## src/rtl/aqpt_pkg.sv

```systemverilog
package aqpt_pkg;

    localparam int unsigned DEF_RING_SLOTS = 32;

    localparam logic [31:0] TIMEOUT_RESET = 32'd10_000_000;
    localparam logic [15:0] FIRST_ID      = 16'd1;

    localparam int unsigned SLOT_W     = 5;
    localparam int unsigned IN_TDATA_W = 64;
    localparam int unsigned IN_TUSER_W = 2;
    localparam int unsigned OUT_TDATA_W = 80;
    localparam int unsigned OUT_TUSER_W = 5;

    typedef enum logic [1:0] {
        MODE_SUBMIT   = 2'd0,
        MODE_COMPLETE = 2'd1,
        MODE_TICK     = 2'd2,
        MODE_RESTART  = 2'd3
    } t_mode;

    typedef enum logic [2:0] {
        OUT_OK          = 3'd0,
        OUT_PENDING     = 3'd1,
        OUT_TIMEOUT     = 3'd2,
        OUT_ID_MISMATCH = 3'd3,
        OUT_FAILED      = 3'd4,
        OUT_NOT_WAITING = 3'd5,
        OUT_BUSY        = 3'd6
    } t_outcome;

    typedef enum logic [1:0] {
        DB_NONE = 2'd0,
        DB_TAIL = 2'd1,
        DB_HEAD = 2'd2
    } t_db_kind;

    typedef struct packed {
        t_mode       mode;
        logic [15:0] entry_status;
        logic [15:0] entry_command_id;
        logic [31:0] entry_result;
    } t_in_item;

    typedef struct packed {
        t_outcome          outcome;
        logic [15:0]       issued_id;
        t_db_kind          doorbell_kind;
        logic [SLOT_W-1:0] doorbell_value;
        logic [SLOT_W-1:0] head_slot;
        logic [31:0]       result_dword;
        logic [14:0]       fail_status;
    } t_out_item;

endpackage

```

## src/rtl/aqpt_in_stage.sv

```systemverilog
module aqpt_in_stage (
    input  logic               i_clk,
    input  logic               i_rst_n,
    input  logic               i_vld,
    output logic               o_rdy,
    input  aqpt_pkg::t_in_item i_item,
    output logic               o_vld,
    input  logic               i_take,
    output aqpt_pkg::t_in_item o_item
);
    import aqpt_pkg::*;

    logic     r_vld;
    t_in_item r_item;

    // Refill in the same cycle the held beat moves on.
    assign o_rdy  = !r_vld || i_take;
    assign o_vld  = r_vld;
    assign o_item = r_item;

    always_ff @(posedge i_clk) begin
        if (!i_rst_n) begin
            r_vld <= 1'b0;
        end else if (o_rdy) begin
            r_vld <= i_vld;
        end
    end

    always_ff @(posedge i_clk) begin
        if (o_rdy && i_vld) begin
            r_item <= i_item;
        end
    end

endmodule

```

## src/rtl/aqpt_step.sv

```systemverilog
module aqpt_step #(
    parameter int unsigned RING_SLOTS = aqpt_pkg::DEF_RING_SLOTS
) (
    input  logic                i_clk,
    input  logic                i_rst_n,
    input  logic                i_cfg_we,
    input  logic [31:0]         i_cfg_wdata,
    input  logic                i_fire,
    input  aqpt_pkg::t_in_item  i_item,
    output aqpt_pkg::t_out_item o_item
);
    import aqpt_pkg::*;

    localparam int unsigned PTR_W = $clog2(RING_SLOTS);
    localparam logic [PTR_W-1:0] PTR_LAST = PTR_W'(RING_SLOTS - 1);

    logic [31:0]      r_timeout;
    logic [PTR_W-1:0] r_tail, n_tail;
    logic [PTR_W-1:0] r_head, n_head;
    logic [15:0]      r_next_id, n_next_id;
    logic             r_phase, n_phase;
    logic [15:0]      r_pend_id, n_pend_id;
    logic             r_awaiting, n_awaiting;
    logic [31:0]      r_wait, n_wait;

    logic [PTR_W-1:0]      tail_inc;
    logic [PTR_W-1:0]      head_inc;
    logic [31:0]           wait_inc;
    logic [PTR_W+SLOT_W-1:0] db_ext;
    logic [PTR_W+SLOT_W-1:0] head_ext;
    logic [PTR_W-1:0]      db_ptr;
    logic [14:0]           fstat;

    assign tail_inc = (r_tail == PTR_LAST) ? '0 : r_tail + PTR_W'(1);
    assign head_inc = (r_head == PTR_LAST) ? '0 : r_head + PTR_W'(1);
    assign wait_inc = (r_wait == '1) ? r_wait : r_wait + 32'd1;
    assign fstat    = i_item.entry_status[15:1];

    always_comb begin
        n_tail     = r_tail;
        n_head     = r_head;
        n_next_id  = r_next_id;
        n_phase    = r_phase;
        n_pend_id  = r_pend_id;
        n_awaiting = r_awaiting;
        n_wait     = r_wait;
        db_ptr     = '0;

        o_item                = '0;
        o_item.outcome        = OUT_OK;
        o_item.doorbell_kind  = DB_NONE;

        case (i_item.mode)
            MODE_SUBMIT: begin
                if (r_awaiting) begin
                    o_item.outcome = OUT_BUSY;
                end else begin
                    o_item.issued_id     = r_next_id;
                    n_pend_id            = r_next_id;
                    n_next_id            = r_next_id + 16'd1;
                    n_tail               = tail_inc;
                    n_awaiting           = 1'b1;
                    n_wait               = '0;
                    o_item.doorbell_kind = DB_TAIL;
                    db_ptr               = tail_inc;
                end
            end
            MODE_COMPLETE: begin
                if (!r_awaiting) begin
                    o_item.outcome = OUT_NOT_WAITING;
                end else if (i_item.entry_status[0] != r_phase) begin
                    o_item.outcome = OUT_PENDING;
                end else if (i_item.entry_command_id != r_pend_id) begin
                    o_item.outcome = OUT_ID_MISMATCH;
                    n_awaiting     = 1'b0;
                end else begin
                    n_head               = head_inc;
                    n_phase              = (head_inc == '0) ? !r_phase : r_phase;
                    n_awaiting           = 1'b0;
                    o_item.doorbell_kind = DB_HEAD;
                    db_ptr               = head_inc;
                    o_item.result_dword  = i_item.entry_result;
                    o_item.fail_status   = fstat;
                    o_item.outcome       = (fstat != '0) ? OUT_FAILED : OUT_OK;
                end
            end
            MODE_TICK: begin
                if (!r_awaiting) begin
                    o_item.outcome = OUT_NOT_WAITING;
                end else begin
                    n_wait = wait_inc;
                    if (wait_inc > r_timeout) begin
                        o_item.outcome = OUT_TIMEOUT;
                        n_awaiting     = 1'b0;
                    end else begin
                        o_item.outcome = OUT_PENDING;
                    end
                end
            end
            default: begin
                n_tail     = '0;
                n_head     = '0;
                n_next_id  = FIRST_ID;
                n_phase    = 1'b1;
                n_pend_id  = '0;
                n_awaiting = 1'b0;
                n_wait     = '0;
            end
        endcase

        db_ext                = {{SLOT_W{1'b0}}, db_ptr};
        head_ext              = {{SLOT_W{1'b0}}, n_head};
        o_item.doorbell_value = db_ext[SLOT_W-1:0];
        o_item.head_slot      = head_ext[SLOT_W-1:0];
    end

    always_ff @(posedge i_clk) begin
        if (!i_rst_n) begin
            r_timeout <= TIMEOUT_RESET;
        end else if (i_cfg_we) begin
            r_timeout <= i_cfg_wdata;
        end
    end

    always_ff @(posedge i_clk) begin
        if (!i_rst_n) begin
            r_tail     <= '0;
            r_head     <= '0;
            r_next_id  <= FIRST_ID;
            r_phase    <= 1'b1;
            r_pend_id  <= '0;
            r_awaiting <= 1'b0;
            r_wait     <= '0;
        end else if (i_fire) begin
            r_tail     <= n_tail;
            r_head     <= n_head;
            r_next_id  <= n_next_id;
            r_phase    <= n_phase;
            r_pend_id  <= n_pend_id;
            r_awaiting <= n_awaiting;
            r_wait     <= n_wait;
        end
    end

`ifndef ASSERT_OFF
    a_submit_arms: assert property (@(posedge i_clk) disable iff (!i_rst_n)
        i_fire && i_item.mode == MODE_SUBMIT && !r_awaiting
        |=> r_awaiting && r_wait == '0 && r_pend_id == $past(r_next_id))
        else $error("submit did not arm the wait");

    a_restart_clears: assert property (@(posedge i_clk) disable iff (!i_rst_n)
        i_fire && i_item.mode == MODE_RESTART
        |=> !r_awaiting && r_head == '0 && r_tail == '0 && r_phase)
        else $error("restart left pointers behind");

    a_doorbell_outcome: assert property (@(posedge i_clk) disable iff (!i_rst_n)
        o_item.doorbell_kind != DB_NONE
        |-> o_item.outcome == OUT_OK || o_item.outcome == OUT_FAILED)
        else $error("doorbell on a failing outcome");

    a_head_moves_on_done: assert property (@(posedge i_clk) disable iff (!i_rst_n)
        i_fire && r_head != n_head
        |-> o_item.doorbell_kind == DB_HEAD || i_item.mode == MODE_RESTART)
        else $error("head moved without a head doorbell");
`endif

endmodule

```

## src/rtl/aqpt_out_stage.sv

```systemverilog
module aqpt_out_stage (
    input  logic                i_clk,
    input  logic                i_rst_n,
    input  logic                i_vld,
    output logic                o_rdy,
    input  aqpt_pkg::t_out_item i_item,
    output logic                o_vld,
    input  logic                i_rdy,
    output aqpt_pkg::t_out_item o_item
);
    import aqpt_pkg::*;

    logic      r_vld;
    t_out_item r_item;

    assign o_rdy  = !r_vld || i_rdy;
    assign o_vld  = r_vld;
    assign o_item = r_item;

    always_ff @(posedge i_clk) begin
        if (!i_rst_n) begin
            r_vld <= 1'b0;
        end else if (o_rdy) begin
            r_vld <= i_vld;
        end
    end

    always_ff @(posedge i_clk) begin
        if (o_rdy && i_vld) begin
            r_item <= i_item;
        end
    end

endmodule

```

## src/rtl/admin_queue_phase_tracker_core.sv

```systemverilog
// Host-side admin queue tracker for one command in flight. Each input beat is a
// submit, a completion entry seen at the head slot, a timer tick or a restart;
// each gives exactly one result beat with the outcome, the id issued, the doorbell
// to write (tail or head, and its value), the head slot to poll next, and on a
// matched completion the result dword and status>>1. The block takes one beat
// per clock while results are taken: a beat lands in the input register, the
// step logic reads the tracker state, and on the next edge the result register
// loads while the state updates, so the following beat already sees it. A
// result passes through the input register and then the result register; a
// stalled result register still lets one more beat wait in the input register
// before s_tready drops. Write timeout_ticks only while no beat is in flight; a
// wait times out on the tick that brings the count above it.
module admin_queue_phase_tracker_core #(
    parameter int unsigned RING_SLOTS = aqpt_pkg::DEF_RING_SLOTS
) (
    input  logic                              i_clk,
    input  logic                              i_rst_n,
    // configuration: timeout_ticks
    input  logic                              i_cfg_we,
    input  logic [31:0]                       i_cfg_wdata,
    // input beats
    input  logic                              s_tvalid,
    output logic                              s_tready,
    // [15:0] entry_status, [31:16] entry_command_id, [63:32] entry_result
    input  logic [aqpt_pkg::IN_TDATA_W-1:0]   s_tdata,
    // [1:0] mode
    input  logic [aqpt_pkg::IN_TUSER_W-1:0]   s_tuser,
    // result beats
    output logic                              m_tvalid,
    input  logic                              m_tready,
    // [15:0] issued_id, [20:16] doorbell_value, [25:21] head_slot,
    // [57:26] result_dword, [72:58] fail_status, [79:73] zero
    output logic [aqpt_pkg::OUT_TDATA_W-1:0]  m_tdata,
    // [2:0] outcome, [4:3] doorbell_kind
    output logic [aqpt_pkg::OUT_TUSER_W-1:0]  m_tuser
);
    import aqpt_pkg::*;

    t_in_item  in_item;
    t_in_item  held_item;
    t_out_item step_item;
    t_out_item res_item;
    logic      held_vld;
    logic      res_rdy;
    logic      fire;

    // Unpack the input beat into the item struct.
    always_comb begin
        in_item.mode             = t_mode'(s_tuser[1:0]);
        in_item.entry_status     = s_tdata[15:0];
        in_item.entry_command_id = s_tdata[31:16];
        in_item.entry_result     = s_tdata[63:32];
    end

    // Advance a held beat whenever the result register can take its result.
    assign fire = held_vld && res_rdy;

    aqpt_in_stage u_in (
        .i_clk   (i_clk),
        .i_rst_n (i_rst_n),
        .i_vld   (s_tvalid),
        .o_rdy   (s_tready),
        .i_item  (in_item),
        .o_vld   (held_vld),
        .i_take  (res_rdy),
        .o_item  (held_item)
    );

    aqpt_step #(
        .RING_SLOTS (RING_SLOTS)
    ) u_step (
        .i_clk       (i_clk),
        .i_rst_n     (i_rst_n),
        .i_cfg_we    (i_cfg_we),
        .i_cfg_wdata (i_cfg_wdata),
        .i_fire      (fire),
        .i_item      (held_item),
        .o_item      (step_item)
    );

    aqpt_out_stage u_out (
        .i_clk   (i_clk),
        .i_rst_n (i_rst_n),
        .i_vld   (held_vld),
        .o_rdy   (res_rdy),
        .i_item  (step_item),
        .o_vld   (m_tvalid),
        .i_rdy   (m_tready),
        .o_item  (res_item)
    );

    // Pack the result beat; pad tdata to whole bytes with zeros.
    assign m_tdata = {7'd0, res_item.fail_status, res_item.result_dword,
                      res_item.head_slot, res_item.doorbell_value, res_item.issued_id};
    assign m_tuser = {res_item.doorbell_kind, res_item.outcome};

endmodule
```

## config.mk

```make
export PLATFORM = sky130hd
export DESIGN_NAME = admin_queue_phase_tracker_core
export DESIGN_NICKNAME = d
export VERILOG_FILES = /design/src/rtl/aqpt_pkg.sv /design/src/rtl/aqpt_in_stage.sv /design/src/rtl/aqpt_step.sv /design/src/rtl/aqpt_out_stage.sv /design/src/rtl/admin_queue_phase_tracker_core.sv
export SDC_FILE = /design/constraint.sdc
export NUM_CORES = 1
export LEC_CHECK = 0
export BUFFER_PORTS_ARGS = -buffer_cell sky130_fd_sc_hd__buf_2
export CAP_MARGIN = 25
export CORE_MARGIN = 2
export CORE_UTILIZATION = 35
export CTS_CLUSTER_DIAMETER = 40
export CTS_CLUSTER_SIZE = 30
export DETAILED_ROUTE_END_ITERATION = 8
export SETUP_SLACK_MARGIN = 0.15
export SLEW_MARGIN = 40
export SYNTH_ARGS = -nofsm -noshare
export SYNTH_HDL_FRONTEND = slang
export SYNTH_SLANG_ARGS = --single-unit
```

## constraint.sdc

```tcl
create_clock -name i_clk -period 4.4 [get_ports i_clk]
set_input_delay 0 -clock i_clk [delete_from_list [all_inputs] [get_ports i_clk]]
set_output_delay 0 -clock i_clk [all_outputs]
set_load 0.05 [all_outputs]
```

[Word-level counts from Yosys, hierarchy flattened]
Cells that the tools add are included.
Operators by class
  add/subtract/negate cells: 4
  magnitude comparators: 1
  equality and inequality tests: 13
  mux-type cells: 44
  bitwise gates (word level): 5
  reduce and logical (&&, ||, !) cells: 17
Operators with widths (count)
  2-to-1 mux 32 bit: 3
  case mux 32 bit (3 select lines): 1
  case mux 16 bit (2 select lines): 2
  2-to-1 mux 5 bit: 10
  adder 32 x 1 -> 32 bit, second input constant: 1
  == test 32 bit, second input constant: 1
  greater-than comparator 32 bit: 1
  2-to-1 mux 16 bit: 2
  case mux 5 bit (2 select lines): 3
  2-to-1 mux 3 bit: 6
  adder 16 x 1 -> 16 bit, second input constant: 1
  != test 16 bit: 1
  nonzero test 15 bit: 1
  adder 5 x 1 -> 5 bit, second input constant: 2
  == test 5 bit, second input constant: 2
  2-to-1 mux 1 bit: 9
  case mux 3 bit (3 select lines): 1
  2-to-1 mux 2 bit: 4
  != test 2 x 1 -> 1 bit, second input constant: 3
  != test 2 bit, second input constant: 3
  AND reduction 6 bit: 1
  OR reduction 2 bit: 3
  logical NOT 5 bit: 1
  inverter 1 bit: 5
  13 further kinds: 17
Word-level totals
  flip-flop bits (word level): 254
  output and inout bits: 87
  word-level logic and storage cells: 105

[Logic depth before layout (Yosys ltp)]
Gate-level depths: netlist of the first run.
  word-level depth: 8
  gate-level depth with buffers: 16
  gate-level depth less buffers: 14

[Modules after synthesis]
Synthesis of the first run repeated with hierarchy kept, for this count alone.
Unflattened totals
  cells, all modules: 1050
  area total of the unflattened synthesis: 11557.3 µm²
Modules (own cells, without submodules)
  aqpt_step: instances 1, cells each 887, area an instance 7055.5 µm², sequential area each 2162.1 µm²
  aqpt_out_stage: instances 1, cells each 83, area an instance 2399.8 µm², sequential area each 2362.3 µm²
  aqpt_in_stage: instances 1, cells each 71, area an instance 2039.5 µm², sequential area each 2001.9 µm²
  admin_queue_phase_tracker_core: instances 1, cells each 9, area an instance 62.6 µm², sequential area each 0.0 µm²

[Worst setup path after synthesis of the first run]
No wires, ideal clock.
  path type: reg-to-reg
  from: register u_step.r_wait[0]
  to: register u_out.r_item, in the netlist u_out.o_item[76] (data pin)
  setup time: 0.270 ns
  data arrival time: 3.501 ns
  required time: 4.130 ns
  slack: 0.629 ns
  cell stages (with the launch flop): 16
  clock period less this slack: 3.771 ns
  cell sequence: dfxtp_1 > ha_1 > and4_1 > buf_2 > nand3_2 > or4_4 > buf_6 > buf_6 > mux2_4 > ha_1 > nor2b_1 > o211ai_1 > a2111oi_0 > or4_1 > a22oi_1 > a211oi_1
RTL lines
  from (decl): line aqpt_step.sv:24  | logic [31:0] r_wait, n_wait;
  from (signal assigned): line aqpt_step.sv:141  | r_wait <= n_wait;
  to (signal assigned): line aqpt_out_stage.sv:30  | r_item <= i_item;
  to (decl): line aqpt_out_stage.sv:14  | t_out_item r_item;

==> results.md, run 1 <==
- Status: completed
- Worst path arrival time: 4440 ps
- Synth cell types: 67
- Clock Path Buffers: 3
- Min cycle time layout: 4030 ps
- Detailed placer's ending HPWL: 18500 µm
- Max Freq: 0.248 GHz
- CORE AREA: 31800 µm²
- Post-synth EDFFs: 144
- TritonCTS clock tree: built
- WHS Path Cells: 3
- First-pass GRT wire length: 45000 µm
- Layout cell share with drive strength beyond 1: 0.215
- Clk_skew: 28.6 ps
- Routed Antenna Nets: 0
- Worst Tran Pin Value: 795 ps
- CTS Buf Count: 44
- Net Sw Power: 1620 µW
- Required @ worst endpoint: 4810 ps
- MaxCap Viol Count: 0
- Die X: 184 µm
- Max FO, Critical Path: 23
- DR vias/cell: 4.92
- Switching Fraction: 0.245
- Share of the synthesized area in the top cell type: 0.380
- Final WL: 28500 µm
- # diodes: 0
- Worst vdd ir: 0.000371 V
- Gr ovfl total: 0
- Port bufs: 182
- Via count: 8899
- Clock latency on the worst-skew pair: 560 ps
- Largest net degree at the start of global routing: 61
- Syn_area_per_cell: 11.0 µm²
- Placed cell count: 1609
- Sequential share of the synthesized area: 0.574
- Synth area leaders: edfxtp_1 (38%), dfxtp_1 (19%), ha_1 (4.6%)
- Fin crit share: 0.915
- Vias in the first global route: 8783
- GPL Wtd Cong: 0.838
- WS Path Type: flip-flop to flip-flop
- Hold EP: u_step.r_timeout[8]
- Netlist Area Pre-Place: 11400 µm²
- Endpoint type of the worst setup path: flip-flop
- Clock Tree Root: clkbuf_16
- Synth Flop Type: edfxtp_1
- CTS sink count: 254
- Yosys warnings: 0
- Crit Reg-Reg Startpoint: u_step.r_wait[0]
- Initial antenna violation count: 0
- TNS Setup: 0 ps
- Die height: 184 µm
- Hold path start: i_cfg_we
- Initial DRC count: 522
- Drt wl/cell: 15.8 µm
- Crit Reg-Reg Endpoint: u_out.o_item[75]
- Static leakage: 0.00618 µW
- Ys async rst share: 0
- Hold/Removal Path Class: input port to flip-flop
- Reg power frac: 0.398
- Area growth syn-to-layout: 35.8%
- Worst-path clk slew: 50 ps
- Final Hold Viols: 0
- Power density cells: 428 nW/µm²
- Reg2Reg Depth: 13
- Leading area contributor after synthesis: edfxtp_1
- Slew Limit Fails: 0
- Post-Syn Instances: 1030
- H-tree depth: 2
- Flop-to-flop setup slack: 370 ps
- DRC Markers: 0
- Initial Util: 0.357
- Slew margin rel.: 0.468
- Critical Path Start Type: flip-flop
- TritonRoute pass-1 iters: 6
- Pint: 4990 µW
- # IOs: 190
- Row cnt: 65
- Logic pwr share: 0.075
- Post-Layout Cell Count: 1810
- Nets@finish: 1485
- Tot GR Track Use: 0.169
- RSZ-0062 raised after global routing: no
- Clk network pwr share: 0.527
- Die Area: 33900 µm²
- Count of state elements after synthesis: 254
- Final setup vio count: 0
## layout make-up
| class | instances | area [µm²] |
|---|---|---|
| clock buffers | 47 | 1130 |
| clock inverters | 34 | 393 |
| fillers | 2917 | 16400 |
| inverters | 45 | 170 |
| multi-input cells | 678 | 4430 |
| flip-flops and latches | 254 | 6530 |
| well taps | 435 | 544 |
| repair buffers | 317 | 2230 |
## through the flow
stage | hold slack [ps] | worst slack (ps) | area [µm²] | utilization | power (µW)
2_1_floorplan | 98.9 | 629 | 11400 | - | 2960
3_3_place_gp | 176 | 314 | 12700 | 0.399 | 3080
3_5_place_dp | 178 | 255 | 12700 | 0.399 | 3090
4_1_cts | 7.30 | 221 | 15400 | 0.485 | 6690
5_1_grt | 40.6 | 124 | 15400 | 0.485 | 6850
6_report | 15.1 | 375 | 15400 | 0.485 | 6610
## state kept, by name (all words and copies together), names as in the netlist
name,flops
u_in.o_item,66
u_in.o_vld,1
u_step.r_tail,5
u_out.o_item,78
u_step.r_wait,32
u_step.r_timeout,32
u_step.r_awaiting,1
u_step.r_pend_id,16
u_out.o_vld,1
u_step.r_phase,1
u_step.r_head,5
u_step.r_next_id,16
## logic make-up after synthesis
group / synth area share
AND/OR/NAND/NOR: 0.169
buffers and inverters: 0.0396
flip-flops: 0.574
adder cells (fa/ha/maj): 0.0462
multiplexers: 0.0233
AO/OA/AOI/OAI: 0.103
XOR/XNOR: 0.0447
other: 0.000330
## layer usage
metal / vias up / wire length (µm) / GRT usage
li1: 4373 / - / -
met1: 4237 / 12600 / 0.207
met2: 220 / 13600 / 0.286
met3: 69 / 1420 / 0.0427
met4: 0 / 912 / 0.0653
met5: - / 0 / 0
## timing repair
action | in CTS | in global routing
setup buffers | 0 | 0
gates resized for setup | 0 | 2
endpoints found under the hold margin | 104 | 0
setup endpoints to repair | 0 | 2
hold buffers | 120 | 0
## cells in the final DEF, fill, tap and decap left out, types with 10 or more instances in the layout
master	n
o31ai_1	11
inv_1	44
nand3_1	26
nand4_1	21
clkbuf_16	45
o211ai_1	11
nor2_1	56
a31oi_1	23
buf_4	16
and4_1	10
buf_2	181
mux2i_1	25
or3_1	11
a21oi_1	63
edfxtp_1	144
xor2_1	13
and3_1	63
and2_1	25
dlygate4sd3_1	120
o21ai_0	29
xnor2_1	45
ha_1	42
nand2_1	100
dfxtp_1	110
## cells in the mapped netlist (all sizes together) (2+ instances only)
cell and n:
a2111oi 3, a211o 2, a211oi 4, a21o 7, a21oi 63, a221oi 2
a22o 2, a22oi 2, a311oi 2, a31oi 24, a41oi 3, and2 26
and3 63, and4 11, buf 29, clkbuf 30, dfxtp 110, edfxtp 144
ha 42, inv 45, mux2i 25, nand2 100, nand2b 8, nand3 28
nand4 21, nor2 57, nor2b 6, nor3 10, nor3b 2, nor4 7
o211ai 11, o21a 2, o21ai 33, o22ai 2, o2bb2ai 2, o31ai 11
o32ai 2, o41ai 2, or2 3, or3 11, or4 6, xnor2 45
xor2 13
## power by group through the flow
stage / logic, µW / clock network [µW] / registers (µW)
floorplan: 164 / 0 / 2790
global placement: 404 / 0 / 2680
detailed placement: 409 / 0 / 2680
CTS: 496 / 3560 / 2630
global route: 531 / 3680 / 2640
finish: 494 / 3480 / 2630
## worst max path at each step
stage	slack, ps	depth (start not counted)	startpoint	end
floorplan	630	15	u_step.r_wait[0]	u_out.o_item[76]
global placement	310	15	u_step.r_wait[0]	u_out.o_item[75]
detailed placement	260	15	u_step.r_wait[0]	u_out.o_item[75]
CTS	220	15	u_step.r_wait[0]	u_out.o_item[75]
global route	120	14	u_step.r_wait[0]	u_out.o_item[76]
finish	370	13	u_step.r_wait[0]	u_out.o_item[75]
## critical path, cell delays in order, from the launching register on
cell,delay [ps]
dfxtp_1,410
ha_1,260
and4_1,260
nand3_2,140
or4_4,600
nand2_1,260
nor2_1,80
xor2_1,150
ha_1,300
nand4_1,180
a2111oi_0,100
or4_1,610
a311oi_1,350
o21ba_2,170
No activity file was read; power rests on OpenSTA's default activity.
==> inputs of run 2 (changes only) <==
Settings changed: ABC_AREA from default to 1, GPL_TIMING_DRIVEN from default to 0, SKIP_CTS_REPAIR_TIMING from default to 1.
==> results.md, run 2 <==
- Status: completed
- Crit Reg-Reg Startpoint: u_step.r_wait[0]
- TritonRoute pass-1 iters: 5
- Critical Path Start Type: flip-flop
- Max FO, Critical Path: 10
- Port bufs: 181
- Post-synthesis compound-gate area fraction: 0.0870
- Detailed placer's ending HPWL: 20900 µm
- Max reg flops: 78
- Routed Antenna Nets: 0
- CP startpoint: u_step.r_wait[0]
- Yosys warnings: 0
- Area growth syn-to-layout: 34.0%
- Clock Tree Root: clkbuf_16
- CTS sink count: 254
- Vias in the first global route: 8420
- Final Cell Area: 15500 µm²
- TritonCTS clock tree: built
- Slew margin rel.: 0.504
- Drt wl/cell: 14.9 µm
- Gr ovfl total: 0
- # IOs: 190
- Synth cell types: 41
- Share of the synthesized area in the top cell type: 0.375
- Fin crit share: 0.832
- DRC Markers: 0
- Post-Layout Cell Count: 2000
- Min cycle time layout: 3660 ps
- Clk_skew: 24.0 ps
- Placed Area: 13100 µm²
- Most frequent cell after synthesis: nand2_1
- MaxCap Viol Count: 0
- Post-synth EDFFs: 144
- Max Freq: 0.273 GHz
- Via count: 9298
- Hold/Removal Path Class: input port to flip-flop
- Power density cells: 406 nW/µm²
- Critical path endpoint: u_out.o_item[75]
- Placed cell count: 1826
- Final setup vio count: 0
- Top cells by count, synth: nand2_1 (227), inv_1 (148), edfxtp_1 (144)
- Initial antenna violation count: 0
- Die height: 186 µm
- Endpoint type of the worst setup path: flip-flop
- Required @ worst endpoint: 4740 ps
- Tot GR Track Use: 0.161
- Worst vdd ir: 0.000264 V
- Die Area: 34400 µm²
- Sequential share of the synthesized area: 0.566
- Netlist Area Pre-Place: 11500 µm²
- CORE AREA: 32500 µm²
- Post-Syn Instances: 1194
- # diodes: 0
- Main combinational cell family by area after synthesis: simple AND/OR/NAND/NOR gates
- Crit Reg-Reg Endpoint: u_out.o_item[75]
- First-pass GRT wire length: 43600 µm
- Slew Limit Fails: 0
- Leading area contributor after synthesis: edfxtp_1
- Final WL: 29800 µm
- Static leakage: 0.00648 µW
- Reg2Reg Depth: 18
- Ys async rst share: 0
- Most common cell after layout, fill and taps aside: nand2_1
- Die X: 186 µm
- Final Hold Viols: 0
- Synth Flop Type: edfxtp_1
- Worst Tran Pin Value: 742 ps
- H-tree depth: 2
- Multi-input logic area: 4180 µm²
- Largest net degree at the start of global routing: 55
- Nets@finish: 1672
- Row cnt: 66
- Fillers: 3059
- Clock Path Buffers: 3
- WS Path Type: flip-flop to flip-flop
- Flop-to-flop setup slack: 740 ps
- Synth area leaders: edfxtp_1 (37%), dfxtp_1 (19%), nand2_1 (7.4%)
- GPL Wtd Cong: 0.912
- Post-synthesis adder-cell area fraction: 0.0455
- Syn_area_per_cell: 9.66 µm²
- Post-Synth Simple-Gate Area: 0.195
- Layout cell share with drive strength beyond 1: 0.211
- Sequential cell area: 6530 µm²
- CTS Buf Count: 39
- RSZ-0062 raised after global routing: no
- Initial Util: 0.355
- Post-synthesis xor/xnor area fraction: 0.0318
- Count of state elements after synthesis: 254
- Worst path arrival time: 4000 ps
- DR vias/cell: 4.65
- Clock latency on the worst-skew pair: 520 ps
- Initial DRC count: 518
- Worst-path clk slew: 50 ps
- Power, Total: 6280 µW
- Leading cell types in the layout, fill and taps excluded: nand2_1 (227), buf_2 (185), inv_1 (147)
- Multiplexer share of the synthesized area: 0.000867
[run 2: cell count changes after synthesis, sizes merged, moves of 18 or more]
cell   previous run  this run
and2             26         0
xnor2            45        27
nor2             57       146
mux2i            25         1
a31oi            24         3
and3             63         0
nand2           100       231
inv              45       154
a21oi            63       110
o21ai            33        56
[run 2: final cells by class]
type,count,share of cell area
sequential,254,0.422
tap,442,0.0358
multi-input combinational,745,0.271
buffer,44,0.0171
clock buffer,48,0.0700
clock inverter,24,0.0170
timing repair buffer,286,0.129
inverter,157,0.0386
[run 2: cells by family after synthesis]
logic type,after synthesis
AOI/OAI and AO/OA,188
xor gates and xnor gates,41
adders and majority gates,42
buffers and inverters,201
DFF,254
muxes,1
other,1
and+or+nand+nor,466
[run 2: worst min path at each step]
stage | from | end | slack [ps] | cells after the start
after global placement | s_tdata[34] | u_in.o_item[2] | 180 | 1
after CTS | s_tdata[33] | u_in.o_item[1] | -380 | 1
final | i_cfg_we | u_step.r_timeout[15] | 1 | 3
after global routing | i_cfg_we | u_step.r_timeout[0] | 30 | 3
after floorplan | s_tdata[32] | u_in.o_item[0] | 100 | 0
after detailed placement | s_tdata[60] | u_in.o_item[28] | 180 | 1
[run 2: stage by stage]
step | setup WS [ps] | hold WS (ps) | utilization | TNS (ps)
global placement | -381 | 178 | 0.400 | -23170
detailed placement | 791 | 178 | 0.403 | 0
CTS | 780 | -378 | 0.444 | 0
global route | 343 | 27.9 | 0.475 | 0
floorplan | 817 | 98.9 | - | 0
finish | 739 | 1.38 | 0.475 | 0
[run 2: routing by layer]
| layer | wire (µm) | vias up | GRT usage | share of wire |
|---|---|---|---|---|
| li1 | - | 4629 | - | - |
| met1 | 12800 | 4327 | 0.206 | 0.43 |
| met2 | 14300 | 295 | 0.270 | 0.48 |
| met3 | 1940 | 47 | 0.0354 | 0.065 |
| met4 | 709 | 0 | 0.0545 | 0.024 |
| met5 | 0 | - | 0 | 0 |
[run 2: critical path, stage by stage (launching register included)]
cell and delay [ps]:
dfxtp_1 390, ha_1 190, nand2_1 100, nor2_1 100, inv_1 60, nor4_1 430, nand4_1 390, buf_2 320
nand2_1 120, ha_1 250, a21oi_1 130, nor2_1 50, nor2_1 90, nand3_1 100, a21oi_1 240, nand2_1 120
nand2_1 70, nand2_1 80, a31oi_1 250
[run 2: power breakdown]
part           internal, µW  switching (µW)
clock                  2000            1120
sequential             2610            33.7
combinational           185             329
total                  4800            1480
==> inputs of run 3 (changes only) <==
Settings changed: ABC_AREA 1 to 0.
Clock period 4.4 ns to 3.7 ns, I/O delays scaled along.
==> results.md, run 3 (synthesized netlist as in run 1, its figures left out) <==
- Status: complete, but fails checks
- Failing checks: setup timing
- Worst-path clk slew: 50 ps
- Clock latency on the worst-skew pair: 530 ps
- CTS Buf Count: 41
- Hold/Removal Path Class: input port to flip-flop
- Tot GR Track Use: 0.165
- Leading cell types in the layout, fill and taps excluded: buf_2 (186), edfxtp_1 (144), dfxtp_1 (106)
- Initial Util: 0.357
- Die height: 184 µm
- Gr ovfl total: 0
- Fin crit share: 1.06
- Worst-path cell chain: ha_4 -> and4_1 -> buf_6 -> nand3_4 -> or4_4 -> buf_8 -> buf_8 -> mux2_4 -> ha_4 -> nor2b_4 -> o211ai_1 -> a2111oi_2 -> or4_4 -> a22oi_2 -> a211oi_2
- Crit Reg-Reg Endpoint: u_out.o_item[76]
- Final Hold Viols: 0
- WHS Path Cells: 4
- Endpoint type of the worst setup path: flip-flop
- Worst vdd ir: 0.000339 V
- Worst Tran Pin Value: 798 ps
- Slew margin rel.: 0.464
- Flop-to-flop setup slack: -220 ps
- Setup slack after layout: -219 ps
- Layout cell share with drive strength beyond 1: 0.235
- Drt wl/cell: 16.1 µm
- Nets@finish: 1526
- Slew Limit Fails: 0
- CORE AREA: 31800 µm²
- Initial DRC count: 560
- Net Sw Power: 1850 µW
- Clock Tree Root: clkbuf_16
- MaxCap Viol Count: 0
- H-tree depth: 2
- Switching Fraction: 0.240
- Max reg flops: 78
- Post-Layout Cell Count: 1848
- TritonCTS clock tree: built
- TNS Setup: -477 ps
- Routed Antenna Nets: 0
- Vias in the first global route: 8280
- Clk_skew: 27.3 ps
- Final Util: 0.493
- Static leakage: 0.00629 µW
- Die X: 184 µm
- Power density cells: 492 nW/µm²
- Logic pwr share: 0.078
- GPL Wtd Cong: 0.864
- Power, Total: 7700 µW
- Placed cell count: 1656
- Initial antenna violation count: 0
- Min cycle time layout: 3920 ps
- Clk network pwr share: 0.516
- Max incr delay on CP: 600 ps
- Hold path start: i_cfg_we
- Worst path arrival time: 4160 ps
- Placed Area: 13000 µm²
- Critical Path Start Type: flip-flop
- Die Area: 33900 µm²
- Top delay family on crit path: simple AND/OR/NAND/NOR gates
- Final Cell Area: 15700 µm²
- Port bufs: 181
- # IOs: 190
- Final setup vio count: 3
- Reg2Reg Depth: 15
- Largest net degree at the start of global routing: 35
- Pint: 5850 µW
- CTS sink count: 254
- DR vias/cell: 4.86
- Final WL: 29700 µm
- Area growth syn-to-layout: 37.9%
- Slowest CP cell: or4_4
- Required @ worst endpoint: 3940 ps
- Reg power frac: 0.406
- Crit Reg-Reg Startpoint: u_step.r_wait[0]
- DRC Markers: 0
- TritonRoute pass-1 iters: 4
- Row cnt: 65
- Max Freq: 0.255 GHz
- Hold EP: u_step.r_timeout[19]
- Via count: 8982
- Most common cell after layout, fill and taps aside: buf_2
- # diodes: 0
- Detailed placer's ending HPWL: 20400 µm
- Max FO, Critical Path: 7
- WS Path Type: flip-flop to flip-flop
- First-pass GRT wire length: 44000 µm
- RSZ-0062 raised after global routing: yes
- Clock Path Buffers: 3
- Worst Path Buf+Inv: 3
run 3: metrics by stage:
step                      setup WS [ps]  hold WS, ps
after detailed placement           -527          178
after global routing               -346          138
final                              -219         79.4
after CTS                          -564         -374
after floorplan                     169         98.9
after global placement             -499          178
run 3: cell type report:
cell class                 instances  area [µm²]
sequential                       254        6540
clock buffer                      44        1070
buffer                            59         309
clock inverter                    31         368
timing repair buffer             302        2130
inverter                          45         173
tap                              435         544
fill                            2902       16100
multi-input combinational        678        4530
run 3: layer usage:
layer / vias up / share of wire / routed length, µm / track usage
li1: 4454 / - / - / -
met2: 192 / 0.49 / 14400 / 0.279
met5: - / 0 / 0 / 0
met3: 48 / 0.043 / 1280 / 0.0300
met4: 0 / 0.023 / 672 / 0.0554
met1: 4288 / 0.45 / 13300 / 0.215
run 3: power groups by stage:
stage	registers (µW)	clock network [µW]	logic (µW)
2_1_floorplan	3320	0	195
3_3_place_gp	3190	0	488
5_1_grt	3140	4160	647
4_1_cts	3130	4040	510
6_report	3130	3970	600
3_5_place_dp	3190	0	507
run 3: worst max path at each step:
stage / startpoint / to / slack [ps] / depth (start not counted)
final: u_step.r_wait[0] / u_out.o_item[76] / -220 / 15
after global routing: u_step.r_wait[0] / u_out.o_item[76] / -350 / 15
after CTS: u_step.r_wait[18] / u_out.o_item[76] / -560 / 14
after detailed placement: u_step.r_wait[18] / u_out.o_item[76] / -530 / 14
after global placement: u_step.r_wait[18] / u_out.o_item[76] / -500 / 14
after floorplan: u_step.r_wait[12] / u_out.o_item[76] / 170 / 15
run 3: tightest hold or removal path, stage by stage:
cell and delay [ps]:
clkbuf_1 100, clkbuf_1 260, nand2_1 120, o211ai_1 70
